[config.mk]
export PLATFORM = sky130hd
export DESIGN_NAME = next_prime_finder_unit
export DESIGN_NICKNAME = d
export VERILOG_FILES = /design/src/hw/rtl/npf_pkg.sv /design/src/hw/rtl/next_prime_finder_unit.sv
export SDC_FILE = /design/constraint.sdc
export NUM_CORES = 1
export LEC_CHECK = 0
export ABC_AREA = 0
export BUFFER_PORTS_ARGS = -buffer_cell sky130_fd_sc_hd__buf_4
export CAP_MARGIN = 20
export CORE_MARGIN = 2
export CORE_UTILIZATION = 45
export DETAILED_ROUTE_END_ITERATION = 7
export HOLD_SLACK_MARGIN = 0.15
export PLACE_DENSITY_LB_ADDON = 0.25
export SYNTH_ARGS = -nofsm -noshare
export SYNTH_HDL_FRONTEND = slang
export SYNTH_SLANG_ARGS = --single-unit
[constraint.sdc]
create_clock -name i_clk -period 4.1 [get_ports i_clk]
set_clock_uncertainty 0.2 [all_clocks]
set_input_delay 0.205 -clock i_clk [delete_from_list [all_inputs] [get_ports i_clk]]
set_output_delay 0.205 -clock i_clk [all_outputs]
set_load 0.05 [all_outputs]
[src/hw/rtl/npf_pkg.sv]
package npf_pkg;

    // Request width and derived datapath widths
    localparam int SIZE_WIDTH  = 16;
    localparam int CAND_W      = SIZE_WIDTH + 1;          // candidate / result width
    localparam int DIV_W       = SIZE_WIDTH / 2 + 2;      // trial divisor, > sqrt(2^CAND_W)
    localparam int SQ_W        = 2 * DIV_W;               // divisor squared
    localparam int BIT_W       = $clog2(CAND_W);          // bit index into candidate
    localparam int IN_TDATA_W  = ((SIZE_WIDTH + 7) / 8) * 8;
    localparam int OUT_TDATA_W = ((CAND_W + 7) / 8) * 8;

    // Smallest prime, first trial divisor and its square
    localparam logic [CAND_W-1:0] MIN_PRIME = CAND_W'(2);
    localparam logic [DIV_W-1:0]  FIRST_DIV = DIV_W'(2);
    localparam logic [SQ_W-1:0]   FIRST_SQ  = SQ_W'(4);

endpackage

[src/hw/rtl/next_prime_finder_unit.sv]
// Operation: after a request is accepted, each trial division runs through CHECK, DIV and
//   EVAL; each candidate tries divisors from 2 up to its first factor, or to
//   floor(sqrt(c)) for the answer.
// Throughput: one word at a time; the next request is taken the cycle after a result is
//   made, and a finished word waits in the output register while the next request runs.
// Reset: synchronous, active low; clears the sequencer and output valid only.
module next_prime_finder_unit (
    input  logic                             i_clk,
    input  logic                             i_rst_n,
    input  logic                             i_s_axis_tvalid,
    output logic                             o_s_axis_tready,
    input  logic [npf_pkg::IN_TDATA_W-1:0]   i_s_axis_tdata,   // [15:0] requested_size
    output logic                             o_m_axis_tvalid,
    input  logic                             i_m_axis_tready,
    output logic [npf_pkg::OUT_TDATA_W-1:0]  o_m_axis_tdata    // [16:0] prime_size, rest zero
);
    import npf_pkg::*;

    // Sequencer: CHECK tests d*d <= c, DIV runs the remainder unit, EVAL
    // decides between next divisor and next candidate.
    typedef enum logic [3:0] {
        ST_IDLE  = 4'b0001,
        ST_CHECK = 4'b0010,
        ST_DIV   = 4'b0100,
        ST_EVAL  = 4'b1000
    } t_state;

    t_state             r_state, n_state;
    logic               r_out_valid, n_out_valid;
    logic [CAND_W-1:0]  r_cand, n_cand;       // current candidate
    logic [DIV_W-1:0]   r_div, n_div;         // trial divisor
    logic [SQ_W-1:0]    r_sq, n_sq;           // r_div squared, kept incrementally
    logic [DIV_W-1:0]   r_rem, n_rem;         // partial remainder
    logic [BIT_W-1:0]   r_bit, n_bit;         // candidate bit fed next, MSB first
    logic [CAND_W-1:0]  r_out, n_out;         // result register

    logic [SIZE_WIDTH-1:0] req;
    logic [DIV_W:0]        rem_sh;
    logic [DIV_W:0]        div_ext;
    logic [DIV_W:0]        rem_sub;
    logic                  sq_le_cand;
    logic                  out_free;

    assign req        = i_s_axis_tdata[SIZE_WIDTH-1:0];
    assign out_free   = !r_out_valid || i_m_axis_tready;
    assign sq_le_cand = r_sq <= {{(SQ_W-CAND_W){1'b0}}, r_cand};

    // Shared restoring remainder step: one candidate bit per cycle
    assign rem_sh  = {r_rem, r_cand[r_bit]};
    assign div_ext = {1'b0, r_div};
    assign rem_sub = rem_sh - div_ext;

    assign o_s_axis_tready = (r_state == ST_IDLE);
    assign o_m_axis_tvalid = r_out_valid;
    assign o_m_axis_tdata  = {{(OUT_TDATA_W-CAND_W){1'b0}}, r_out};

    always_comb begin
        n_state     = r_state;
        n_out_valid = r_out_valid;
        n_cand      = r_cand;
        n_div       = r_div;
        n_sq        = r_sq;
        n_rem       = r_rem;
        n_bit       = r_bit;
        n_out       = r_out;

        if (r_out_valid && i_m_axis_tready) begin
            n_out_valid = 1'b0;
        end

        unique case (r_state)
            ST_IDLE: begin
                if (i_s_axis_tvalid) begin
                    // requests below 2 start at 2
                    if ({1'b0, req} < MIN_PRIME) begin
                        n_cand = MIN_PRIME;
                    end else begin
                        n_cand = {1'b0, req};
                    end
                    n_div   = FIRST_DIV;
                    n_sq    = FIRST_SQ;
                    n_state = ST_CHECK;
                end
            end
            ST_CHECK: begin
                if (sq_le_cand) begin
                    n_rem   = '0;
                    n_bit   = BIT_W'(CAND_W - 1);
                    n_state = ST_DIV;
                end else if (out_free) begin
                    // no divisor up to sqrt: candidate is prime
                    n_out       = r_cand;
                    n_out_valid = 1'b1;
                    n_state     = ST_IDLE;
                end
            end
            ST_DIV: begin
                if (rem_sh >= div_ext) begin
                    n_rem = rem_sub[DIV_W-1:0];
                end else begin
                    n_rem = rem_sh[DIV_W-1:0];
                end
                if (r_bit == '0) begin
                    n_state = ST_EVAL;
                end else begin
                    n_bit = r_bit - 1'b1;
                end
            end
            ST_EVAL: begin
                if (r_rem == '0) begin
                    // divisor found: move to the next candidate
                    n_cand = r_cand + 1'b1;
                    n_div  = FIRST_DIV;
                    n_sq   = FIRST_SQ;
                end else begin
                    // (d+1)^2 = d^2 + 2d + 1
                    n_div = r_div + 1'b1;
                    n_sq  = r_sq + {{(SQ_W-DIV_W-1){1'b0}}, r_div, 1'b1};
                end
                n_state = ST_CHECK;
            end
            default: begin
                n_state = ST_IDLE;
            end
        endcase
    end

    always_ff @(posedge i_clk) begin
        if (!i_rst_n) begin
            r_state     <= ST_IDLE;
            r_out_valid <= 1'b0;
        end else begin
            r_state     <= n_state;
            r_out_valid <= n_out_valid;
        end
    end

    always_ff @(posedge i_clk) begin
        r_cand <= n_cand;
        r_div  <= n_div;
        r_sq   <= n_sq;
        r_rem  <= n_rem;
        r_bit  <= n_bit;
        r_out  <= n_out;
    end

`ifndef SYNTHESIS
    // trial divisor never drops below 2 while working
    a_div_min: assert property (@(posedge i_clk) disable iff (!i_rst_n)
        (r_state == ST_DIV || r_state == ST_EVAL) |-> (r_div >= FIRST_DIV))
        else $error("trial divisor below 2");

    // partial remainder stays below the divisor
    a_rem_range: assert property (@(posedge i_clk) disable iff (!i_rst_n)
        (r_state == ST_DIV || r_state == ST_EVAL) |-> (r_rem < r_div))
        else $error("remainder out of range");

    // a found prime is held in CHECK only while the output register is still full
    a_div_entry: assert property (@(posedge i_clk) disable iff (!i_rst_n)
        (r_state == ST_CHECK && $past(r_state) == ST_CHECK && !sq_le_cand) |->
            r_out_valid)
        else $error("prime held back without output pending");

    // a newly produced word is at least 2
    a_out_min: assert property (@(posedge i_clk) disable iff (!i_rst_n)
        (r_state == ST_CHECK && !sq_le_cand && out_free) |=>
            (r_out_valid && r_out >= MIN_PRIME))
        else $error("result below smallest prime");
`endif

endmodule
==> flow_summary.ini, run 1 <==
[routing]
via_count = 4097
drt-pass1-iter-count = 4
first_iter_violations = 263
routedWlPerCell_um = 16.8
detail-route-antenna-nets = 0
drt_wl_total_um = 12500
drcViolationCount = 0
routed_via_density = 5.52

[global_route]
grt_pass1_vias = 4127
grtUsageMet3_pct = 3.60
grt_max_degree = 31
grt.total_usage_pct = 20.0
grt_first_pass_wirelength_um = 20200
overflow = 0
use_met2_pct = 33.8
antenna_found_initial = 0
top_usage_layer = met2
met1_usage_pct = 25.3

[sta]
hold_viol_final = 0
setup-tns-final_ns = 0
setup_violations = 0
max_freq_mhz = 260
fin_crit_sh_pct = 93.8
slew_violations = 0
rsz0062_at_grt = no
fin_ws_ns = 0.256
slew_headroom_pct = 23.8
period_needed_ns = 3.84
hold_slack_ns = 0.319
tightest_slew_ns = 1.13

[clock_tree]
cts.clk_slew.worst_paths_ns = 0.06
numCtsBuffers = 9
clock_latency_ns = 0.35
clk_path_buf_depth = 2
htree_levels = 3
clockRootBuffer = clkbuf_16
cts_tree = built
clock_sinks = 84

[worst_setup_path]
end_kind = register
crit_type = register to register
cp.arrival_ns = 3.74
critPathSlowestCell = mux4_2
crit_top_cell = mux2i_1
r2r_cells = 13
crit_path_max_fanout = 6
slowest_delay_ns = 0.54
worstPathRequired_ns = 3.99
cp-start-kind = register
reg2reg_slack_ns = 0.26
r2r-end = r_rem[6]
r2r-start = r_bit[0]
crit_path_start = r_bit[0]
setup.worst_path.end = r_rem[6]
crit_path_cell_trace = mux4_2, mux2i_1, o21ai_0, mux2i_1, ha_1, inv_1, fa_1, a21o_1, a311o_1, a21oi_1, xnor2_1, mux2i_1, nor2_1

[logic_synthesis]
ys_ff_latch = 84
synth-async-reset-ratio_pct = 0
synth_edf_count = 79
synth.area.top_cells = edfxtp_1 43%, ha_1 9.1%, xnor2_1 5.9%
netlist_instances = 528
synth.yosys.seq_area_share_pct = 45.1
synth.avg_cell_area_um2 = 10.4
ys_top_cells_by_count = 79 x edfxtp_1, 54 x nor2_1, 46 x nand2_1, 40 x ha_1, 37 x xnor2_1
yosys_warnings = 0
yosys_most_used_dff = edfxtp_1
syn_area_um2 = 5480
synth.most_common_cell = edfxtp_1
synth_top_cell_by_area = edfxtp_1
yosysTopAreaCellShare_pct = 43.3
ys_types = 68

[finish]
fin_nets = 652
areaGrowthSynthToFinish_pct = 16.6
drive_above_1_share_pct = 12.9
seq_area_um2 = 2470
fillers = 1058
n_antenna_cell = 0
final_core_util_pct = 53.4
multi_input_area_um2 = 2790
stdcell_area_um2 = 6390

[floorplan]
dieArea_um2 = 13100
pin_count = 46
core_area_um2 = 12000
die_height_um = 114
start_util_pct = 45.8
die_width_um = 114
rows = 40

[outcome]
outcome = finished, final reports clean

[power]
p_leak_nw = 2.51
vdd_drop_max_mv = 0.182
p_per_area_nw_per_um2 = 350

[placement]
place_ws_ns = 0.283
dp_hpwl_um = 9060
post_dp_cell_area_um2 = 5890
io_buffers = 38
routabilityCongestion = 0.915

[run]
drv_cap = 0

[hold_path]
hp-class = register to register
hp-start = r_cand[14]
## routing by layer
layer / part of all wire [%] / vias to the layer above / wire length [um]
li1: - / 2034 / -
met2: 49 / 96 / 6090
met5: 0 / - / 0
met1: 44 / 1945 / 5540
met4: 2.6 / 0 / 331
met3: 4.3 / 22 / 535
## state kept, by name, summed over array words and instances, names as in the netlist
| signal | flops |
|---|---|
| r_sq | 20 |
| r_cand | 17 |
| r_out | 17 |
| r_div | 10 |
| r_rem | 10 |
| r_bit | 5 |
| r_state | 4 |
| o_m_axis_tvalid | 1 |
## area by class of cell
class	count	share of cell area, %
Inverter	35	2.06
Multi-Input combinational cell	397	43.6
Clock buffer	13	4.25
Timing Repair Buffer	63	8.18
Clock inverter	3	0.313
Tap cell	147	2.88
Sequential cell	84	38.7
## worst min path at each step
| stage | depth (start not counted) | endpoint | slack [ns] |
|---|---|---|---|
| after floorplan | 1 | r_state[0] | 0.08 |
| after global placement | 2 | r_state[0] | 0.23 |
| after detailed placement | 2 | r_state[0] | 0.23 |
| after CTS | 0 | r_out[14] | 0.32 |
| after global routing | 0 | r_out[14] | 0.33 |
| final | 0 | r_out[14] | 0.32 |
## stage by stage
stage                     cells  power [mW]
after floorplan             534        1.34
after global placement      705        1.42
after detailed placement    705        1.43
after CTS                   741        2.25
after global routing        742        2.33
final                       742        2.24
## placed cells by master (no fill, tap or decap), types with 6 or more instances in the layout
cell,netlist,layout
xnor2_1,37,37
nor3_1,15,14
edfxtp_1,79,79
and3_1,6,6
nor4_1,6,6
ha_1,40,40
nand3_1,18,18
a21oi_1,32,32
buf_4,8,43
xor2_1,7,7
nand2b_1,9,9
dlygate4sd3_1,0,20
nand4_1,7,7
nor2_1,54,54
nand2_1,46,46
inv_1,35,35
mux2i_1,11,11
o21ai_0,27,27
clkbuf_16,0,10
conb_1,1,7
## power by group
group	switching, mW	total, mW	internal (mW)
registers	0.0510	1.04	0.990
clock network	0.340	0.803	0.464
logic	0.227	0.395	0.167
total	0.618	2.24	1.62
## kinds of logic (layout without fill, tap and decap cells)
kind of cell,count (synthesis),after routing,share of synthesized area (%)
AOI/OAI and AO/OA,98,98,11.4
buffers and inverters,53,114,4.50
muxes,16,16,4.00
xor gates and xnor gates,44,44,7.03
DFF,84,84,45.1
and+or+nand+nor,190,190,18.0
adders and majority gates,42,42,9.87
other,1,7,0.0684
## repair_timing
| action | CTS | global route |
|---|---|---|
| resized for setup | 0 | 0 |
| setup endpoints to repair | 0 | 2 |
| hold buffers | 20 | 0 |
| buffers inserted | 0 | 1 |
| hold endpoints to repair | 21 | 0 |
## critical path: cells and delay by family, from the launching register on
kind	cells	cell delay, ns
DFF	1	0.51
xor gates and xnor gates	1	0.08
adders and majority gates	2	0.63
buffers and inverters	1	0.06
and+or+nand+nor	1	0.06
AOI/OAI and AO/OA	4	0.87
muxes	4	1.19
Power figures use the tool's default switching activity.
==> run 2, diff against run 1 <==
==> constraint.sdc (replaced) <==
create_clock -name i_clk -period 4.6 [get_ports i_clk]
set_clock_uncertainty 0.2 [all_clocks]
set_input_delay 0.23 -clock i_clk [delete_from_list [all_inputs] [get_ports i_clk]]
set_output_delay 0.23 -clock i_clk [all_outputs]
set_load 0.05 [all_outputs]
==> run 2 against run 1 <==
  * Cell area about the same
  * Flip-flop and latch count unchanged
  * Clock-buffer cell count decreased by 2
  * Die area unchanged
  * Setup slack improved by 0.50 ns
  * Total power decreased by 9.8%
  * Critical path depth unchanged
  * Sequential power decreased by 11%
  * Fmax about the same
  * Routed wire length decreased by 1.4%
  * Highest routed layer unchanged
==> flow_summary.ini, run 2 (same netlist as run 1, synthesis figures left out) <==
[outcome]
outcome = finished, final reports clean

[global_route]
antenna_found_initial = 0
grt.total_usage_pct = 19.5
grt_max_degree = 31
grt_pass1_vias = 3992
grt_first_pass_wirelength_um = 19800
overflow = 0

[floorplan]
pin_count = 46
start_util_pct = 45.8
core_area_um2 = 12000
die_height_um = 114
die_width_um = 114
rows = 40
dieArea_um2 = 13100

[finish]
n_antenna_cell = 0
final_cell_mix = 79 x edfxtp_1, 54 x nor2_1, 46 x nand2_1
fin_nets = 651
registers.top_by_ff_count = r_sq
largest_reg_flops = 20
layout_commonest_cell = edfxtp_1
areaGrowthSynthToFinish_pct = 16.7
drive_above_1_share_pct = 13.0
reg_top3 = r_sq (20), r_cand (17), r_out (17)

[worst_setup_path]
r2r-start = r_bit[0]
end_kind = register
crit_path_cell_trace = mux4_2, mux2i_1, o21ai_0, mux2i_1, ha_1, inv_1, fa_1, a21o_1, a21oi_1, o221ai_1, nor2_1, xor2_1, o22ai_1
crit_type = register to register
r2r-end = r_rem[8]
crit_top_cell = mux2i_1
cp.arrival_ns = 3.73
worstPathRequired_ns = 4.48
r2r_cells = 13
reg2reg_slack_ns = 0.75
crit_path_max_fanout = 7
critPathSlowestCell = edfxtp_1
cp-start-kind = register
slowest_delay_ns = 0.56

[routing]
drt-pass1-iter-count = 5
drcViolationCount = 0
routedWlPerCell_um = 16.6
detail-route-antenna-nets = 0
via_count = 4128
routed_via_density = 5.57
drt_wl_total_um = 12300
first_iter_violations = 244

[power]
vdd_drop_max_mv = 0.178
p_leak_nw = 2.51
p_seq_share_pct = 45.9
p_int_mw = 1.47
power_frac_comb_pct = 17.5
p_clk_share_pct = 36.6
swShare_pct = 27.3
p_per_area_nw_per_um2 = 316
p_sw_uw = 551

[sta]
rsz0062_at_grt = no
period_needed_ns = 3.85
max_freq_mhz = 260
setup-tns-final_ns = 0
tightest_slew_ns = 1.14
slew_violations = 0
hold_slack_ns = 0.302
setup_violations = 0
slew_headroom_pct = 23.7
fin_crit_sh_pct = 83.6
hold_viol_final = 0

[clock_tree]
clock_latency_ns = 0.34
clock_sinks = 84
clk_path_buf_depth = 2
clockRootBuffer = clkbuf_16
post_cts_resize_count = 0
cts.clk_slew.worst_paths_ns = 0.06
numCtsBuffers = 9
htree_levels = 3
cts_tree = built

[hold_path]
hp-start = r_cand[14]
hold_depth = 0
hp-class = register to register
worstHoldEndpoint = r_out[14]

[run]
drv_cap = 0

[placement]
routabilityCongestion = 0.903
dp_hpwl_um = 9070
io_buffers = 38
-- run 2: cell types whose count changed in the layout (fill, tap and decap cells not counted) --
| cell | previous run | this run |
|---|---|---|
| bufinv_16 | 0 | 1 |
| clkinvlp_4 | 2 | 1 |
| inv_6 | 0 | 1 |
| clkbuf_16 | 10 | 9 |
| buf_4 | 43 | 42 |
| clkinv_4 | 0 | 1 |
| clkbuf_1 | 2 | 1 |
-- run 2: worst max-delay path by stage --
stage | from | slack [ns] | end
after floorplan | r_state[1] | 0.51 | r_cand[0]
after global placement | r_bit[0] | 0.83 | r_rem[8]
after detailed placement | r_bit[0] | 0.73 | r_rem[8]
after CTS | r_bit[0] | 0.67 | r_rem[8]
after global routing | r_bit[0] | 0.51 | r_rem[6]
final | r_bit[0] | 0.75 | r_rem[8]
-- run 2: power by group through the flow --
stage                     Sequential, mW  Combinational, mW  Clock (mW)
after CTS                          0.926              0.353       0.746
after floorplan                    0.937              0.253           0
after detailed placement           0.943              0.336           0
after global routing               0.932              0.393       0.775
after global placement             0.940              0.328           0
final                              0.927              0.353       0.740
-- run 2: per-stage QoR --
step | cell area (um2) | total power, mW | setup slack (ns) | util [%] | cells
5_1_grt | 6390 | 2.10 | 0.511 | 53.5 | 741
3_5_place_dp | 5880 | 1.28 | 0.733 | 49.2 | 704
6_report | 6390 | 2.02 | 0.753 | 53.5 | 741
3_3_place_gp | 5880 | 1.27 | 0.834 | 49.2 | 704
2_1_floorplan | 5500 | 1.19 | 0.512 | - | 534
4_1_cts | 6390 | 2.03 | 0.673 | 53.4 | 740
-- run 2: worst max-delay path, delay by kind of cell (launching register included) --
family / cells / cell delay [ns]
multiplexers: 3 / 1.04
AO/OA/AOI/OAI: 5 / 0.81
adder cells (fa/ha/maj): 2 / 0.61
flip-flops: 1 / 0.56
XOR/XNOR: 1 / 0.17
AND/OR/NAND/NOR: 1 / 0.12
buffers and inverters: 1 / 0.06
-- run 2: timing repair --
| action | 4_1_cts | 5_1_grt |
|---|---|---|
| setup endpoints to repair | 0 | 0 |
| hold buffers | 20 | 0 |
| endpoints found under the hold margin | 21 | 0 |
| setup buffers | 0 | 0 |
-- run 2: layout make-up --
type	instances	area (um2)
Timing Repair Buffer	62	515
Fill cell	1020	5570
Clock inverter	5	60.1
Multi-Input combinational cell	397	2790
Sequential cell	84	2470
Clock buffer	11	243
Tap cell	147	184
Inverter	35	131
-- run 2: layer usage --
layer / vias to the layer above / routed length (um) / GRT usage (%)
met5: - / 0 / 0
met4: 0 / 231 / 6.02
met3: 19 / 434 / 3.34
met2: 105 / 5990 / 33.1
met1: 1964 / 5670 / 25.5
li1: 2040 / - / -
